==> src/hw/rtl/wsfm_pkg.sv <==
// Package: widths, thresholds, config layout and lane status for the wheel sensor fault monitor.
package wsfm_pkg;

  localparam int NUM_WHEELS  = 4;
  localparam int SPEED_W     = 16;
  localparam int CNT_W       = 16;
  localparam int FAULT_W     = 6;
  localparam int CFG_W       = 16;
  localparam int CFG_IDX_W   = 2;
  localparam int IN_DATA_W   = 88;
  localparam int OUT_DATA_W  = 24;

  localparam logic [SPEED_W-1:0] MOVING_SPEED = SPEED_W'(500);
  localparam logic [SPEED_W-1:0] NEAR_ZERO    = SPEED_W'(10);
  localparam logic [SPEED_W-1:0] CLEAR_SPEED  = SPEED_W'(100);
  localparam logic [CNT_W-1:0]   CNT_MAX      = {CNT_W{1'b1}};

  localparam int BIT_REF  = 4;
  localparam int BIT_LOOP = 5;

  typedef enum logic [CFG_IDX_W-1:0] {
    CFG_CIRCUIT_CYCLES     = 2'd0,
    CFG_IMPLAUSIBLE_CYCLES = 2'd1,
    CFG_RELEASE_CYCLES     = 2'd2,
    CFG_PLAUSIBLE_DELTA    = 2'd3
  } cfg_idx_t;

  typedef struct packed {
    logic [CFG_W-1:0] circuit_cycles;
    logic [CFG_W-1:0] implausible_cycles;
    logic [CFG_W-1:0] release_cycles;
    logic [CFG_W-1:0] plausible_delta;
  } cfg_t;

  typedef struct packed {
    logic raise;
    logic clear;
    logic high;
    logic stuck;
  } wheel_stat_t;

endpackage

==> src/hw/rtl/wheel_sensor_fault_monitor.sv <==
// Top level: config registers, input register, wheel lanes, fault combine, result register.
//
//   channel | dir | handshake            | payload
//   s_      | in  | s_tvalid / s_tready  | s_tdata: speeds 0-3, reference, release mask
//   m_      | out | m_tvalid / m_tready  | m_tdata: active, raised, cleared
//   cfg_    | in  | cfg_we               | cfg_index, cfg_data
//
// One item per clock unless the result stalls; path: input register, then result register.
// The lane counters and fault mask update in the cycle an item moves from the
// input register into the result register.
// Reset clears all counters and faults and loads the threshold defaults.
// A stalled result holds; the input register still takes one more item.
module wheel_sensor_fault_monitor
  import wsfm_pkg::*;
(
  input  logic                  clk,
  input  logic                  rst,
  input  logic                  s_tvalid,
  output logic                  s_tready,
  // wheel_speed_0, wheel_speed_1, wheel_speed_2, wheel_speed_3, reference_speed, release_mask
  input  logic [IN_DATA_W-1:0]  s_tdata,
  output logic                  m_tvalid,
  input  logic                  m_tready,
  // active_faults, raised_faults, cleared_faults
  output logic [OUT_DATA_W-1:0] m_tdata,
  input  logic                  cfg_we,
  input  logic [CFG_IDX_W-1:0]  cfg_index,
  input  logic [CFG_W-1:0]      cfg_data
);

  cfg_t                         cfg;
  logic                         in_valid;
  logic [SPEED_W-1:0]           in_speed [NUM_WHEELS];
  logic [SPEED_W-1:0]           in_ref;
  logic [NUM_WHEELS-1:0]        in_rel;
  logic                         advance;
  logic                         step;
  logic                         moving;
  logic [SPEED_W:0]             limit;
  wheel_stat_t [NUM_WHEELS-1:0] stat;
  logic [FAULT_W-1:0]           flags;
  logic [FAULT_W-1:0]           flags_next;
  logic                         out_valid;
  logic [FAULT_W-1:0]           out_active;
  logic [FAULT_W-1:0]           out_raised;
  logic [FAULT_W-1:0]           out_cleared;

  assign advance  = !out_valid || m_tready;
  assign step     = in_valid && advance;
  assign s_tready = !in_valid || advance;
  assign moving   = in_ref > MOVING_SPEED;
  assign limit    = {1'b0, in_ref} + {1'b0, cfg.plausible_delta};

  always_ff @(posedge clk) begin
    if (rst) begin
      cfg.circuit_cycles     <= CFG_W'(10);
      cfg.implausible_cycles <= CFG_W'(10);
      cfg.release_cycles     <= CFG_W'(50);
      cfg.plausible_delta    <= CFG_W'(500);
    end else if (cfg_we) begin
      case (cfg_idx_t'(cfg_index))
        CFG_CIRCUIT_CYCLES:     cfg.circuit_cycles     <= cfg_data;
        CFG_IMPLAUSIBLE_CYCLES: cfg.implausible_cycles <= cfg_data;
        CFG_RELEASE_CYCLES:     cfg.release_cycles     <= cfg_data;
        CFG_PLAUSIBLE_DELTA:    cfg.plausible_delta    <= cfg_data;
        default: ;
      endcase
    end
  end

  always_ff @(posedge clk) begin
    if (rst) begin
      in_valid <= 1'b0;
    end else if (s_tready) begin
      in_valid <= s_tvalid;
    end
  end

  always_ff @(posedge clk) begin
    if (s_tvalid && s_tready) begin
      for (int i = 0; i < NUM_WHEELS; i++) begin
        in_speed[i] <= s_tdata[i*SPEED_W +: SPEED_W];
      end
      in_ref <= s_tdata[NUM_WHEELS*SPEED_W +: SPEED_W];
      in_rel <= s_tdata[(NUM_WHEELS+1)*SPEED_W +: NUM_WHEELS];
    end
  end

  for (genvar g = 0; g < NUM_WHEELS; g++) begin : g_wheel
    wsfm_wheel u_wheel (
      .clk         (clk),
      .rst         (rst),
      .step        (step),
      .speed       (in_speed[g]),
      .moving      (moving),
      .limit       (limit),
      .release_bit (in_rel[g]),
      .cfg         (cfg),
      .stat        (stat[g])
    );
  end

  wsfm_faults u_faults (
    .clk                (clk),
    .rst                (rst),
    .step               (step),
    .stat               (stat),
    .implausible_cycles (cfg.implausible_cycles),
    .flags              (flags),
    .flags_next         (flags_next)
  );

  always_ff @(posedge clk) begin
    if (rst) begin
      out_valid <= 1'b0;
    end else if (advance) begin
      out_valid <= in_valid;
    end
  end

  always_ff @(posedge clk) begin
    if (step) begin
      out_active  <= flags_next;
      out_raised  <= flags_next & ~flags;
      out_cleared <= flags & ~flags_next;
    end
  end

  assign m_tvalid = out_valid;
  assign m_tdata  = {(OUT_DATA_W - 3*FAULT_W)'(0), out_cleared, out_raised, out_active};

`ifndef SYNTHESIS
  a_result_matches_mask: assert property (@(posedge clk) disable iff (rst)
    step |=> (out_active == flags))
    else $error("result mask differs from fault state");

  a_raised_in_active: assert property (@(posedge clk) disable iff (rst)
    out_valid |-> ((out_raised & ~out_active) == '0))
    else $error("raised fault not active");

  a_cleared_not_active: assert property (@(posedge clk) disable iff (rst)
    out_valid |-> ((out_cleared & out_active) == '0))
    else $error("cleared fault still active");

  a_ready_when_empty: assert property (@(posedge clk) disable iff (rst)
    !in_valid |-> s_tready)
    else $error("input stalled with empty input register");
`endif

endmodule

==> src/hw/rtl/wsfm_wheel.sv <==
// One wheel lane: near-zero counter, release counter and per-wheel fault decisions.
module wsfm_wheel
  import wsfm_pkg::*;
(
  input  logic               clk,
  input  logic               rst,
  input  logic               step,
  input  logic [SPEED_W-1:0] speed,
  input  logic               moving,
  input  logic [SPEED_W:0]   limit,
  input  logic               release_bit,
  input  cfg_t               cfg,
  output wheel_stat_t        stat
);

  logic [CNT_W-1:0] zero_cnt;
  logic [CNT_W-1:0] rel_cnt;
  logic [CNT_W-1:0] zero_inc;
  logic [CNT_W-1:0] rel_inc;
  logic             near;
  logic             fast;

  assign zero_inc = (zero_cnt == CNT_MAX) ? zero_cnt : zero_cnt + 1'b1;
  assign rel_inc  = (rel_cnt == CNT_MAX) ? rel_cnt : rel_cnt + 1'b1;
  assign near     = moving && (speed <= NEAR_ZERO);
  assign fast     = speed > CLEAR_SPEED;

  assign stat.raise = near && (zero_inc >= cfg.circuit_cycles);
  assign stat.clear = !near && fast;
  assign stat.high  = {1'b0, speed} > limit;
  assign stat.stuck = release_bit && (rel_inc >= cfg.release_cycles);

  always_ff @(posedge clk) begin
    if (rst) begin
      zero_cnt <= '0;
      rel_cnt  <= '0;
    end else if (step) begin
      if (near) begin
        zero_cnt <= zero_inc;
      end else if (fast) begin
        zero_cnt <= '0;
      end
      rel_cnt <= release_bit ? rel_inc : '0;
    end
  end

endmodule

==> src/hw/rtl/wsfm_faults.sv <==
// Fault combine: implausibility counter and the active fault mask.
module wsfm_faults
  import wsfm_pkg::*;
(
  input  logic                         clk,
  input  logic                         rst,
  input  logic                         step,
  input  wheel_stat_t [NUM_WHEELS-1:0] stat,
  input  logic [CFG_W-1:0]             implausible_cycles,
  output logic [FAULT_W-1:0]           flags,
  output logic [FAULT_W-1:0]           flags_next
);

  logic [CNT_W-1:0] imp_cnt;
  logic [CNT_W-1:0] imp_inc;
  logic             any_high;
  logic             any_stuck;

  assign imp_inc = (imp_cnt == CNT_MAX) ? imp_cnt : imp_cnt + 1'b1;

  always_comb begin
    any_high   = 1'b0;
    any_stuck  = 1'b0;
    flags_next = flags;
    for (int i = 0; i < NUM_WHEELS; i++) begin
      any_high  = any_high | stat[i].high;
      any_stuck = any_stuck | stat[i].stuck;
      if (stat[i].raise) begin
        flags_next[i] = 1'b1;
      end else if (stat[i].clear) begin
        flags_next[i] = 1'b0;
      end
    end
    flags_next[BIT_REF]  = any_high && (flags[BIT_REF] || (imp_inc >= implausible_cycles));
    flags_next[BIT_LOOP] = any_stuck;
  end

  always_ff @(posedge clk) begin
    if (rst) begin
      imp_cnt <= '0;
      flags   <= '0;
    end else if (step) begin
      imp_cnt <= any_high ? imp_inc : '0;
      flags   <= flags_next;
    end
  end

endmodule
==> config.mk <==
export PLATFORM = sky130hd
export DESIGN_NAME = wheel_sensor_fault_monitor
export DESIGN_NICKNAME = d
export VERILOG_FILES = /design/src/hw/rtl/wsfm_pkg.sv /design/src/hw/rtl/wheel_sensor_fault_monitor.sv /design/src/hw/rtl/wsfm_wheel.sv /design/src/hw/rtl/wsfm_faults.sv
export SDC_FILE = /design/constraint.sdc
export NUM_CORES = 1
export LEC_CHECK = 0
export ABC_AREA = 1
export BUFFER_PORTS_ARGS = -buffer_cell sky130_fd_sc_hd__clkbuf_2
export CAP_MARGIN = 40
export CORE_MARGIN = 2
export CORE_UTILIZATION = 25
export CTS_BUF_LIST = sky130_fd_sc_hd__clkbuf_8 sky130_fd_sc_hd__clkbuf_16
export CTS_CLUSTER_DIAMETER = 150
export DETAILED_ROUTE_END_ITERATION = 7
export GPL_TIMING_DRIVEN = 0
export MAX_ROUTING_LAYER = met4
export PLACE_DENSITY_LB_ADDON = 0.1
export SLEW_MARGIN = 25
export SYNTH_ARGS = -nofsm -noshare
export SYNTH_HDL_FRONTEND = slang
export SYNTH_HIERARCHICAL = 1
export SYNTH_SLANG_ARGS = --single-unit
==> constraint.sdc <==
create_clock -name clk -period 11.2 [get_ports clk]
set_input_delay 2.24 -clock clk [delete_from_list [all_inputs] [get_ports clk]]
set_output_delay 2.24 -clock clk [all_outputs]
set_load 0.05 [all_outputs]
==> summary.md, run 1 <==
| Metric | Value |
|---|---|
| Cell area after synthesis | roughly 23,000 µm² |
| Die Width | 304 µm |
| Rows | 110 |
| Sequential fraction of the synthesis area | 32.7% |
| Number of global-route vias before repair | slightly below 20,000 |
| CTS Sinks | between 300 and 400 |
| Via count | between 20,000 and 25,000 |
| Max_cap viols | 0 |
| Synth Warn # | 6 |
| CP Capture Type | output pin |
| Placer congestion estimate | a little over 0.8 |
| Post-synthesis async set-or-reset flop share | 0% |
| Antenna violations before repair | 0 |
| Compound-gate portion of the synthesized area | a little over a tenth |
| Most frequent cell after synthesis | nand2_1 |
| Hpwl dp | roughly 59 mm |
| Post-Synth Adder-Cell Area | about an eighth |
| Critical path peak fanout | 3 |
| Simple-gate share of the synthesized area | a little under a third |
| Antenna viol nets, final | 0 |
| Synth cell count leaders | 959 x nand2_1, 398 x inv_1, 341 x nor2_1, 233 x ha_1, 228 x a21oi_1 |
| RSZ-0062 raised after global routing | false |
| Mux cell area share after synthesis | 0% |
| Starting Density | around 25% |
| Multi-input logic area | approximately 13,000 µm² |
| Pre-antenna DRT Iters | 5 |
| Cell accounting for the most synthesized area | dfxtp_1 |
| Synthesis-to-finish area growth | 16.6% |
| Worst Clk Skew | 20.1 ps |
| Nets@finish | about 3,700 |
| Metal3 WL | about 2.4 mm |
| Post-route DRC | 0 |
| Least-Margin Pin Slew | about 860 ps |
| EDFF count, synth | 102 |
| PostCTS Resize Cnt | 0 |
| Min cycle time layout | around 5100 ps |
| Largest family of logic cells by synthesized area | simple AND/OR/NAND/NOR gates |
| Highest Signal Layer | met4 |
| Max IR drop VDD | roughly 0.12 mV |
| CTS tree | yes |
| Mapped Cells | roughly 3,200 |
| Final Hold Viols | 0 |
| Startpoint Class | input pin |
| IO buf count | 126 |
| Pwr Density | 121 nW/µm² |
| Slew HR | between 40 and 50% |
| Chip height | 304 µm |
| Worst EP arrival | 2830 ps |
| Syn Area/Cell | between 7 and 8 µm² |
| Proportion of layout cells with a drive suffix above 1 | approximately 13% |
| Grt ovf | 0 |
| Setup TNS | 0 ps |
| Register bit total from synthesis | around 320 |
| Fmax | between 150 and 200 MHz |
| Top FF cell, synth | dfxtp_1 |
| Via density | ~4.4 |
| Total Wirelength | 74.5 mm |
| Yosys cell types | 43 |
| Max Root-Sink Buffers | 3 |
| Status | completed |
| Crit Path Class | in2out |
| CTS Root Cell | clkbuf_16 |
| Die ar. | 92,700 µm² |
| Design Power | between 3 and 4 mW |
| Met2 WL | 33.9 mm |
| Total track usage | roughly 17% |
| First-pass GRT wire length | between 100 and 150 mm |
| # Post-CTS Setup Buffers | 0 |
| Clk pin slew, worst setup/hold paths | roughly 60 ps |
| WHS | approximately 480 ps |
| Largest net degree at the start of global routing | 65 |
| Later-pin clock latency in the skew report | approximately 600 ps |
| FF/Latch Area | 7390 µm² |
| Area of the core | approximately 90,000 µm² |
| DRT iter0 DRCs | 926 |
| Ant diodes | 0 |
| Endpoints failing setup | 0 |
| Post-synth top area share | 19.2% |
| # IOs | around 140 |
| Leak Pwr | 11.7 nW |
| FILL cells | 9,945 |
| Worst Hold Class | reg2reg |
| Inst Count DP | about 4,500 |
| Post-route non-filler standard cell count | about 4,600 |
| Pins Over Slew Limit | 0 |
| Largest cells by area after synthesis | dfxtp_1 19%, nand2_1 16%, edfxtp_1 14%, ha_1 13%, inv_1 6.6% |
| # hold bufs at CTS | 0 |
| Required @ worst endpoint | ~9000 ps |
| Final period util | between 40% and 50% |
| Wire length on met1 | approximately 37 mm |
| Avg WL per Cell | about 16 µm |
| TritonCTS Buffers | between 40 and 50 |
| XOR/XNOR share of the synthesized area | approximately 2.6% |
| H-tree Lvls | 2 |
==> routing by layer <==
layer / up-vias / global-route usage, %
met5: - / -
met4: 0 / 3.53
met3: 84 / 1.89
met2: 282 / 26.5
met1: 9028 / 22.3
li1: 10700 / -
==> state kept, by name, summed over array words and instances (netlist names) <==
name	cells
out_active	6
in_valid	1
in_speed	64
u_faults/imp_cnt	16
out_cleared	6
u_faults/flags	6
m_tvalid	1
out_raised	6
g_wheel.u_wheel/rel_cnt	64
cfg	64
in_ref	16
g_wheel.u_wheel/zero_cnt	64
in_rel	4
==> worst paths after layout <==
check	from	endpoint	cells after the start	slack (ps)
worst max register to register	in_ref[0]$_DFFE_PP_	u_faults/imp_cnt[5]$_SDFFE_PP0P_	21	6520
worst min-delay path	cfg[8]$_SDFFE_PP1P_	cfg[8]$_SDFFE_PP1P_	2	480
worst min register to register	cfg[8]$_SDFFE_PP1P_	cfg[8]$_SDFFE_PP1P_	2	480
worst max-delay path	m_tready	s_tready	4	6130
==> area by class of cell <==
| class | instances | share of cell area, % |
|---|---|---|
| multi-input cells | 2400 | 50.3 |
| repair buffers | 129 | 2.72 |
| clock buffers | 47 | 4.38 |
| plain buffers | 58 | 1.29 |
| clock inverters | 35 | 1.36 |
| flip-flops and latches | 318 | 28.1 |
| inverters | 436 | 6.25 |
| well taps | 1176 | 5.59 |
==> where the power goes <==
group / internal [mW] / leakage [nW] / switching (mW)
clock: 0.886 / 0.757 / 0.595
combinational: 0.146 / 8.16 / 0.291
sequential: 1.23 / 2.74 / 0.0429
total: 2.26 / 11.7 / 0.929
==> kinds of logic (layout without fill, tap and decap cells) <==
group / Yosys count / count (layout)
flip-flops: 318 / 318
XOR/XNOR: 67 / 67
AND/OR/NAND/NOR: 1653 / 1653
adder cells (fa/ha/maj): 234 / 234
AO/OA/AOI/OAI: 440 / 440
buffers and inverters: 494 / 705
other: 1 / 6
==> through the flow <==
stage | utilization [%] | worst slack [ps] | area [µm²]
floorplan | - | 5810 | 22600
detailed placement | 27.6 | 6130 | 24800
global route | 29.3 | 6060 | 26300
global placement | 27.5 | 1730 | 24700
CTS | 29.3 | 6130 | 26300
finish | 29.3 | 6130 | 26300
==> worst max-delay path, cell delays in order <==
cell and delay (ps):
clkbuf_2 80, inv_1 120, nand3_1 130, clkbuf_2 260
==> placed cells by master (no fill, tap or decap), types with 13 or more instances in the layout <==
cell	netlist	layout
o21bai_1	28	28
nand2_1	959	959
clkbuf_16	0	45
clkbuf_2	0	125
nor3_1	21	21
clkbuf_1	26	26
nor2_1	341	341
xor2_1	41	41
nor2_4	13	13
o21ai_1	18	18
inv_2	28	28
nand2_2	61	61
ha_1	233	233
dfxtp_1	216	216
edfxtp_1	102	102
nor2_2	34	34
o21ai_0	104	104
nand4_1	64	64
a21oi_1	228	227
inv_1	398	404
clkinv_1	9	14
buf_4	13	13
xnor2_1	26	26
nand3_1	121	121
o21a_1	18	18
a21oi_2	39	39
Power figures use the tool's default switching activity.
==> run 2: changes to the inputs <==
ABC_AREA = 0   (was 1)
clock period = 4.9 ns   (was 11.2 ns; I/O delays follow)
==> run 2 against run 1 <==
Effect of this change: first-iteration DRC count grew 18%; hold slack lost 19 ps; clock power grew 130%; area after synthesis shrank 2.5%; wire length grew 3.3%; sequential share of layout area grew 0.24 points; via count shrank 1.6%; combinational power grew 130%; final cell count shrank 13%; critical endpoint is now u_faults/imp_cnt[2]$_SDFFE_PP0P_; largest cell class unchanged; highest routed layer unchanged.
==> summary.md, run 2 <==
| Metric | Value |
|---|---|
| Status | completed |
| CTS tree | yes |
| Final period util | 97.0% |
| Post-synth top area share | 19.7% |
| Commonest non-fill, non-tap cell in the layout | nand2_1 |
| Design Power | between 7 and 8 mW |
| Die ar. | ~90,000 µm² |
| TritonCTS Buffers | 45 |
| Critical path peak fanout | 10 |
| Number of global-route vias before repair | 19,700 |
| Commonest non-fill, non-tap cells in the layout | 264 x nand2_1, 244 x inv_1, 230 x ha_1 |
| Post-route non-filler standard cell count | 3,981 |
| CTS Sinks | between 300 and 400 |
| Crit-path most repeated cell | ha_4 |
| Synthesis-to-finish area growth | 18.6% |
| CTS Root Cell | clkbuf_16 |
| Grt ovf | 0 |
| Startpoint Class | flip-flop |
| Largest cells by area after synthesis | dfxtp_1 20%, edfxtp_1 14%, ha_1 13%, a21oi_1 4.6%, nand2_1 4.5% |
| First-pass GRT wire length | 117 mm |
| Starting Density | between 20% and 30% |
| Register bit total from synthesis | 318 |
| # hold bufs at CTS | 0 |
| FILL cells | roughly 9,300 |
| Worst Hold Class | reg2reg |
| Min cycle time layout | about 4800 ps |
| Pwr Density | about 280 nW/µm² |
| Clk pin slew, worst setup/hold paths | roughly 60 ps |
| Post-synthesis async set-or-reset flop share | 0% |
| Synth Warn # | 6 |
| H-tree Lvls | 2 |
| Total Wirelength | 77.0 mm |
| # IOs | ~140 |
| Synth cell count leaders | 264 x nand2_1, 238 x inv_1, 233 x ha_1, 216 x dfxtp_1, 201 x a21oi_1 |
| Max_cap viols | 0 |
| Required @ worst endpoint | about 5400 ps |
| CP Capture Type | flip-flop |
| Leak Pwr | 10.8 nW |
| Post-route DRC | 0 |
| Worst EP arrival | around 5200 ps |
| Max IR drop VDD | about 0.23 mV |
| Worst Clk Skew | approximately 30 ps |
| WHS | 460 ps |
| Yosys cell types | 94 |
| Cell area after synthesis | around 22,000 µm² |
| Least-Margin Pin Slew | roughly 880 ps |
| Inst Count DP | about 3,900 |
| Antenna violations before repair | 9 |
| Rows | roughly 110 |
| Top FF cell, synth | dfxtp_1 |
| Antenna viol nets, final | 0 |
| Slew HR | between 40% and 50% |
| Hpwl dp | ~60 mm |
| Cell accounting for the most synthesized area | dfxtp_1 |
| Avg WL per Cell | 19.3 µm |
| Slowest library cell on the worst path | edfxtp_1 |
| Max Root-Sink Buffers | 3 |
| Crit path cell chain | ha_4, fa_2, a21oi_4, o221ai_4, a211oi_4, nor2_2, a31oi_2, xnor2_2, inv_2, ha_4, a21o_1, a21oi_1, or2_2, o311ai_1, o31a_1, buf_6, o41ai_4, buf_4, nor2_4, a22oi_1, o21ai_1 |
| DRT iter0 DRCs | ~1,100 |
| Placer congestion estimate | between 0.8 and 0.9 |
| Syn Area/Cell | ~8.5 µm² |
| Total track usage | 17.3% |
| EDFF count, synth | 102 |
| Via density | roughly 5 |
| Buf/Inv on CP | 3 |
| Die Width | roughly 300 µm |
| Pins Over Slew Limit | 0 |
| Crit Path Class | reg2reg |
| Sequential fraction of the synthesis area | about 34% |
| Nets@finish | about 3,100 |
| Endpoints failing setup | 0 |
| Via count | between 15,000 and 20,000 |
| Chip height | roughly 300 µm |
| Largest net degree at the start of global routing | between 50 and 60 |
| Most frequent cell after synthesis | nand2_1 |
| Later-pin clock latency in the skew report | around 600 ps |
| Final Hold Viols | 0 |
| Worst path max stage delay | 440 ps |
| Fmax | 210 MHz |
| Delay-heaviest family, CP | compound AO/OA/AOI/OAI gates |
| Proportion of layout cells with a drive suffix above 1 | between 10 and 15% |
| Mapped Cells | 2,580 |
| Pre-antenna DRT Iters | 7 |
| Area of the core | 87,000 µm² |
| IO buf count | between 100 and 150 |
run 2: changes by cell type after synthesis, sizes merged, moves of 31 or more:
cell / before / now
inv: 427 / 238
a21oi: 267 / 202
o21ai: 123 / 62
a31oi: 0 / 42
and3: 0 / 38
a21o: 4 / 55
a22oi: 0 / 38
nor4: 4 / 55
nand2b: 0 / 31
nor2: 388 / 159
xnor2: 26 / 63
nor3: 26 / 61
clkbuf: 26 / 75
nand2: 1020 / 266
run 2: stage by stage:
step | instance area [µm²] | utilization, % | setup slack, ps | TNS, ps
after global placement | 24100 | 27.7 | -2240 | -204250
final | 26100 | 30.0 | 145 | 0
after detailed placement | 24100 | 27.7 | -839 | -8510
after CTS | 25800 | 29.6 | 7.05 | 0
after global routing | 26100 | 30.0 | -6.30 | -6.30
after floorplan | 22000 | - | 455 | 0
run 2: tightest hold or removal path, cell delays in order (launching register included):
cell,delay (ps)
dfxtp_1,310
nand2_1,50
a21oi_1,50
run 2: layer usage:
| metal | vias up | routed length [µm] | GRT usage (%) | part of all wire [%] |
|---|---|---|---|---|
| li1 | 9848 | - | - | - |
| met1 | 9406 | 35100 | 21.9 | 46 |
| met2 | 419 | 34900 | 27.2 | 45 |
| met3 | 150 | 3470 | 2.82 | 4.5 |
| met4 | 0 | 3540 | 7.52 | 4.6 |
| met5 | - | 0 | - | 0 |
run 2: worst paths after layout:
kind	startpoint	endpoint	slack (ps)	cells after the start
worst min register to register	cfg[40]$_SDFFE_PP0P_	cfg[40]$_SDFFE_PP0P_	460	2
worst max register to register	in_ref[0]$_DFFE_PP_	u_faults/imp_cnt[2]$_SDFFE_PP0P_	140	21
worst min-delay path	cfg[40]$_SDFFE_PP0P_	cfg[40]$_SDFFE_PP0P_	460	2
worst max-delay path	in_ref[0]$_DFFE_PP_	u_faults/imp_cnt[2]$_SDFFE_PP0P_	140	21
run 2: area by class of cell:
class | count | area, µm² | share of cell area [%]
multi-input cells | 1898 | 13300 | 51.1
flip-flops and latches | 318 | 7390 | 28.3
well taps | 1155 | 1450 | 5.54
clock buffers | 51 | 1220 | 4.68
inverters | 241 | 905 | 3.47
repair buffers | 149 | 843 | 3.23
plain buffers | 127 | 634 | 2.43
clock inverters | 33 | 309 | 1.18
diodes | 9 | 22.5 | 0.0863
run 2: cells by family (layout without fill, tap and decap cells):
family / count (synthesis) / in the layout / synth area share, %
AO/OA/AOI/OAI: 579 / 579 / 17.5
adder cells (fa/ha/maj): 234 / 234 / 13.3
buffers and inverters: 369 / 601 / 7.01
other: 1 / 15 / 0.0170
AND/OR/NAND/NOR: 962 / 962 / 23.5
XOR/XNOR: 88 / 88 / 3.50
flip-flops: 318 / 318 / 33.6
multiplexers: 29 / 29 / 1.51
run 2: repair_timing:
| item | in CTS | in global routing |
|---|---|---|
| gates cloned | 0 | 0 |
| pin swaps | 7 | 18 |
| gates resized for setup | 9 | 33 |
| endpoints found under the setup margin | 16 | 20 |
| buffers inserted | 4 | 17 |
run 2: where the power goes:
group          total [mW]  internal (mW)  switching (mW)
registers            2.89           2.80          0.0834
logic                1.00          0.379           0.626
clock network        3.40           2.05            1.35
==> run 3: changes to the inputs <==
CAP_MARGIN = 20   (was 40)
GPL_ROUTABILITY_DRIVEN = 0   (was default)
SYNTH_HIERARCHICAL = default   (was 1)
==> run 3 against run 2 <==
Effect of this change: final area decreased by 9.7%; highest routed layer unchanged; maximum frequency increased by 1.2%; hold slack got worse by 5.5 ps; count of clock-buffer cells in the layout decreased by 5; critical path type unchanged; area after synthesis decreased by 9.6%; via count decreased by 13%; final cell count decreased by 11%; critical endpoint is now out_raised[4]$_DFFE_PP_; clock skew decreased by 3.1 ps.
==> summary.md, run 3 <==
| Metric | Value |
|---|---|
| Status | completed |
| Yosys cell types | 76 |
| FILL cells | about 8,500 |
| Clk pwr share | around 46% |
| Max IR drop VDD | roughly 0.21 mV |
| Ant diodes | 0 |
| DRT iter0 DRCs | 955 |
| Max_cap viols | 0 |
| Hpwl dp | ~50 mm |
| Proportion of layout cells with a drive suffix above 1 | between 10% and 20% |
| Die ar. | 81,800 µm² |
| TritonCTS Buffers | 41 |
| Pre-CTS setup slack | -618 ps |
| Antenna violations before repair | 2 |
| Max Root-Sink Buffers | 3 |
| Startpoint Class | flip-flop |
| CTS tree | yes |
| Commonest non-fill, non-tap cells in the layout | 267 x nand2_1, 234 x nor2_1, 226 x ha_1 |
| Int Pwr | 5.02 mW |
| Buf/Inv on CP | 1 |
| Final Hold Viols | 0 |
| Top FF cell, synth | dfxtp_1 |
| Slew HR | around a third |
| Multi-input logic area | around 12,000 µm² |
| Mapped Cells | roughly 2,300 |
| Slowest library cell on the worst path | edfxtp_1 |
| Largest net degree at the start of global routing | 56 |
| Least-Margin Pin Slew | between 1000 and 1500 ps |
| Net Sw Frac | approximately 28% |
| Via density | just under 5 |
| Inst Count DP | between 3,000 and 4,000 |
| Post-route non-filler standard cell count | 3,549 |
| CP Capture Type | flip-flop |
| Cell area after synthesis | 19,900 µm² |
| Metal3 WL | between 2 and 2.5 mm |
| Final worst slack | roughly 200 ps |
| Delay-heaviest family, CP | compound AO/OA/AOI/OAI gates |
| Reg2Reg Depth | 19 |
| Met2 WL | about 30 mm |
| R2r setup slk | between 200 and 250 ps |
| CTS Sinks | between 300 and 400 |
| Design Power | ~7 mW |
| Commonest non-fill, non-tap cell in the layout | nand2_1 |
| Clk pin slew, worst setup/hold paths | around 60 ps |
| Setup TNS | 0 ps |
| Sw Pwr | between 1.5 and 2 mW |
| Register bit total from synthesis | 318 |
| Total Wirelength | approximately 66 mm |
| Crit Path Class | reg2reg |
| Fmax | approximately 210 MHz |
| Largest cells by area after synthesis | dfxtp_1 22%, edfxtp_1 15%, ha_1 14%, nand2_1 5.1%, a21oi_1 4.4% |
| Required @ worst endpoint | around 5200 ps |
| Pre-antenna DRT Iters | 5 |
| Via count | about 17,000 |
| Worst Hold Class | reg2reg |
| Wire length on met1 | 31.9 mm |
| Hold Path Cell Cnt | 2 |
| Pins Over Slew Limit | 0 |
| Synthesis-to-finish area growth | 18.5% |
| Final period util | between 90% and 100% |
| Die Width | roughly 290 µm |
| Reg-to-reg critical path startpoint | in_ref[1]$_DFFE_PP_ |
| IO buf count | 125 |
| Synth Warn # | 0 |
| Worst EP arrival | 5030 ps |
| Crit path cell chain | ha_1, a21o_1, a21oi_2, o21bai_1, a21o_1, a21oi_4, o211ai_1, a41o_1, a21oi_4, xor2_4, ha_1, nor2b_1, a2111oi_1, o221ai_1, o211ai_2, nand4_4, and2_4, buf_6, nor3b_2 |
| Avg WL per Cell | ~19 µm |
| # IOs | 137 |
| Sequential fraction of the synthesis area | a little under two fifths |
| Highest Signal Layer | met4 |
| Min cycle time layout | 4700 ps |
| Area of the core | 78,900 µm² |
| Leak Pwr | between 9 and 10 nW |
| Flop pwr share | ~41% |
| Grt ovf | 0 |
| Antenna viol nets, final | 0 |
| Hold EP | cfg[43]$_SDFFE_PP0P_ |
| Endpoints failing setup | 0 |
| First-pass GRT wire length | around 100 mm |
| CTS Root Cell | clkbuf_16 |
| Post-synth top area share | approximately 22% |
| Number of global-route vias before repair | around 17,000 |
| H-tree Lvls | 2 |
| Rows | around 100 |
| Syn Area/Cell | about 8.7 µm² |
| Most frequent cell after synthesis | nand2_1 |
| Worst hold start | cfg[43]$_SDFFE_PP0P_ |
| EDFF count, synth | about 100 |
| Starting Density | between 20% and 30% |
| Post-synthesis async set-or-reset flop share | 0% |
| Later-pin clock latency in the skew report | between 500 and 600 ps |
| Worst path max stage delay | 450 ps |
| Chip height | 286 µm |
| Post-route DRC | 0 |
| Pwr Density | just under 300 nW/µm² |
| Worst reg2reg endpoint | out_raised[4]$_DFFE_PP_ |
| Nets@finish | approximately 2,800 |
| Total track usage | between 10% and 20% |
| Combinational Power Share | between 10% and 20% |
| Cell accounting for the most synthesized area | dfxtp_1 |
| FF/Latch Area | ~7400 µm² |
| Worst Clk Skew | 26.9 ps |
| Critical path peak fanout | 15 |
| Synth cell count leaders | 268 x nand2_1, 234 x nor2_1, 229 x ha_1, 216 x dfxtp_1, 176 x a21oi_1 |
-- run 3: cell families (layout without fill, tap and decap cells) --
family	Yosys count	count (layout)	share of synthesized area (%)
AO/OA/AOI/OAI	554	554	18.3
multiplexers	15	15	0.824
adder cells (fa/ha/maj)	230	230	14.5
flip-flops	318	318	37.1
AND/OR/NAND/NOR	863	863	20.3
buffers and inverters	192	399	3.92
XOR/XNOR	114	114	5.02
other	1	6	0.0189
-- run 3: routing by layer --
metal	vias to the layer above	track usage [%]
met1	8158	21.9
met2	375	26.3
met4	0	4.25
met5	-	-
li1	8664	-
met3	91	2.07
-- run 3: worst max path at each step --
stage | slack (ps) | end | depth (start not counted) | from
final | 200 | out_raised[4]$_DFFE_PP_ | 19 | in_ref[1]$_DFFE_PP_
after global routing | -40 | out_raised[4]$_DFFE_PP_ | 19 | in_ref[1]$_DFFE_PP_
after CTS | 0.3 | out_raised[4]$_DFFE_PP_ | 21 | in_ref[1]$_DFFE_PP_
after detailed placement | -620 | out_raised[4]$_DFFE_PP_ | 22 | in_ref[1]$_DFFE_PP_
after global placement | -680 | g_wheel[0].u_wheel.rel_cnt[2]$_SDFFE_PP0P_ | 10 | m_tready
after floorplan | 470 | out_raised[4]$_DFFE_PP_ | 22 | in_ref[1]$_DFFE_PP_
-- run 3: layout make-up --
class | instances | area share (%)
well taps | 1050 | 5.57
plain buffers | 91 | 1.70
flip-flops and latches | 318 | 31.3
multi-input cells | 1782 | 50.8
repair buffers | 136 | 3.13
inverters | 98 | 1.56
clock inverters | 28 | 1.21
clock buffers | 46 | 4.69
-- run 3: metrics by stage --
stage | util [%] | instance area [µm²] | hold slack [ps]
after floorplan | - | 19900 | 436
after global placement | 27.7 | 21800 | 445
after detailed placement | 27.8 | 21900 | 449
after CTS | 29.7 | 23400 | 458
after global routing | 29.9 | 23600 | 479
final | 29.9 | 23600 | 455
-- run 3: worst reg2reg max path, delay by kind of cell (launching register included) --
family	cells	cell delay, ps
AO/OA/AOI/OAI	11	2270
AND/OR/NAND/NOR	4	690
adder cells (fa/ha/maj)	2	620
flip-flops	1	450
XOR/XNOR	1	260
buffers and inverters	1	140
-- run 3: timing repair --
item	in CTS	in global routing
setup endpoints to repair	21	22
hold buffers	0	0
hold endpoints to repair	0	0
gates resized for setup	15	23
buffers inserted	7	2
pin swaps	7	18
-- run 3: power groups by stage --
stage               registers, mW  clock network (mW)  logic, mW
detailed placement           2.91                   0      0.897
finish                       2.85                3.17      0.930
CTS                          2.86                3.28      0.926
floorplan                    2.91                   0      0.559
global route                 2.86                3.36       1.04
global placement             2.92                   0      0.881
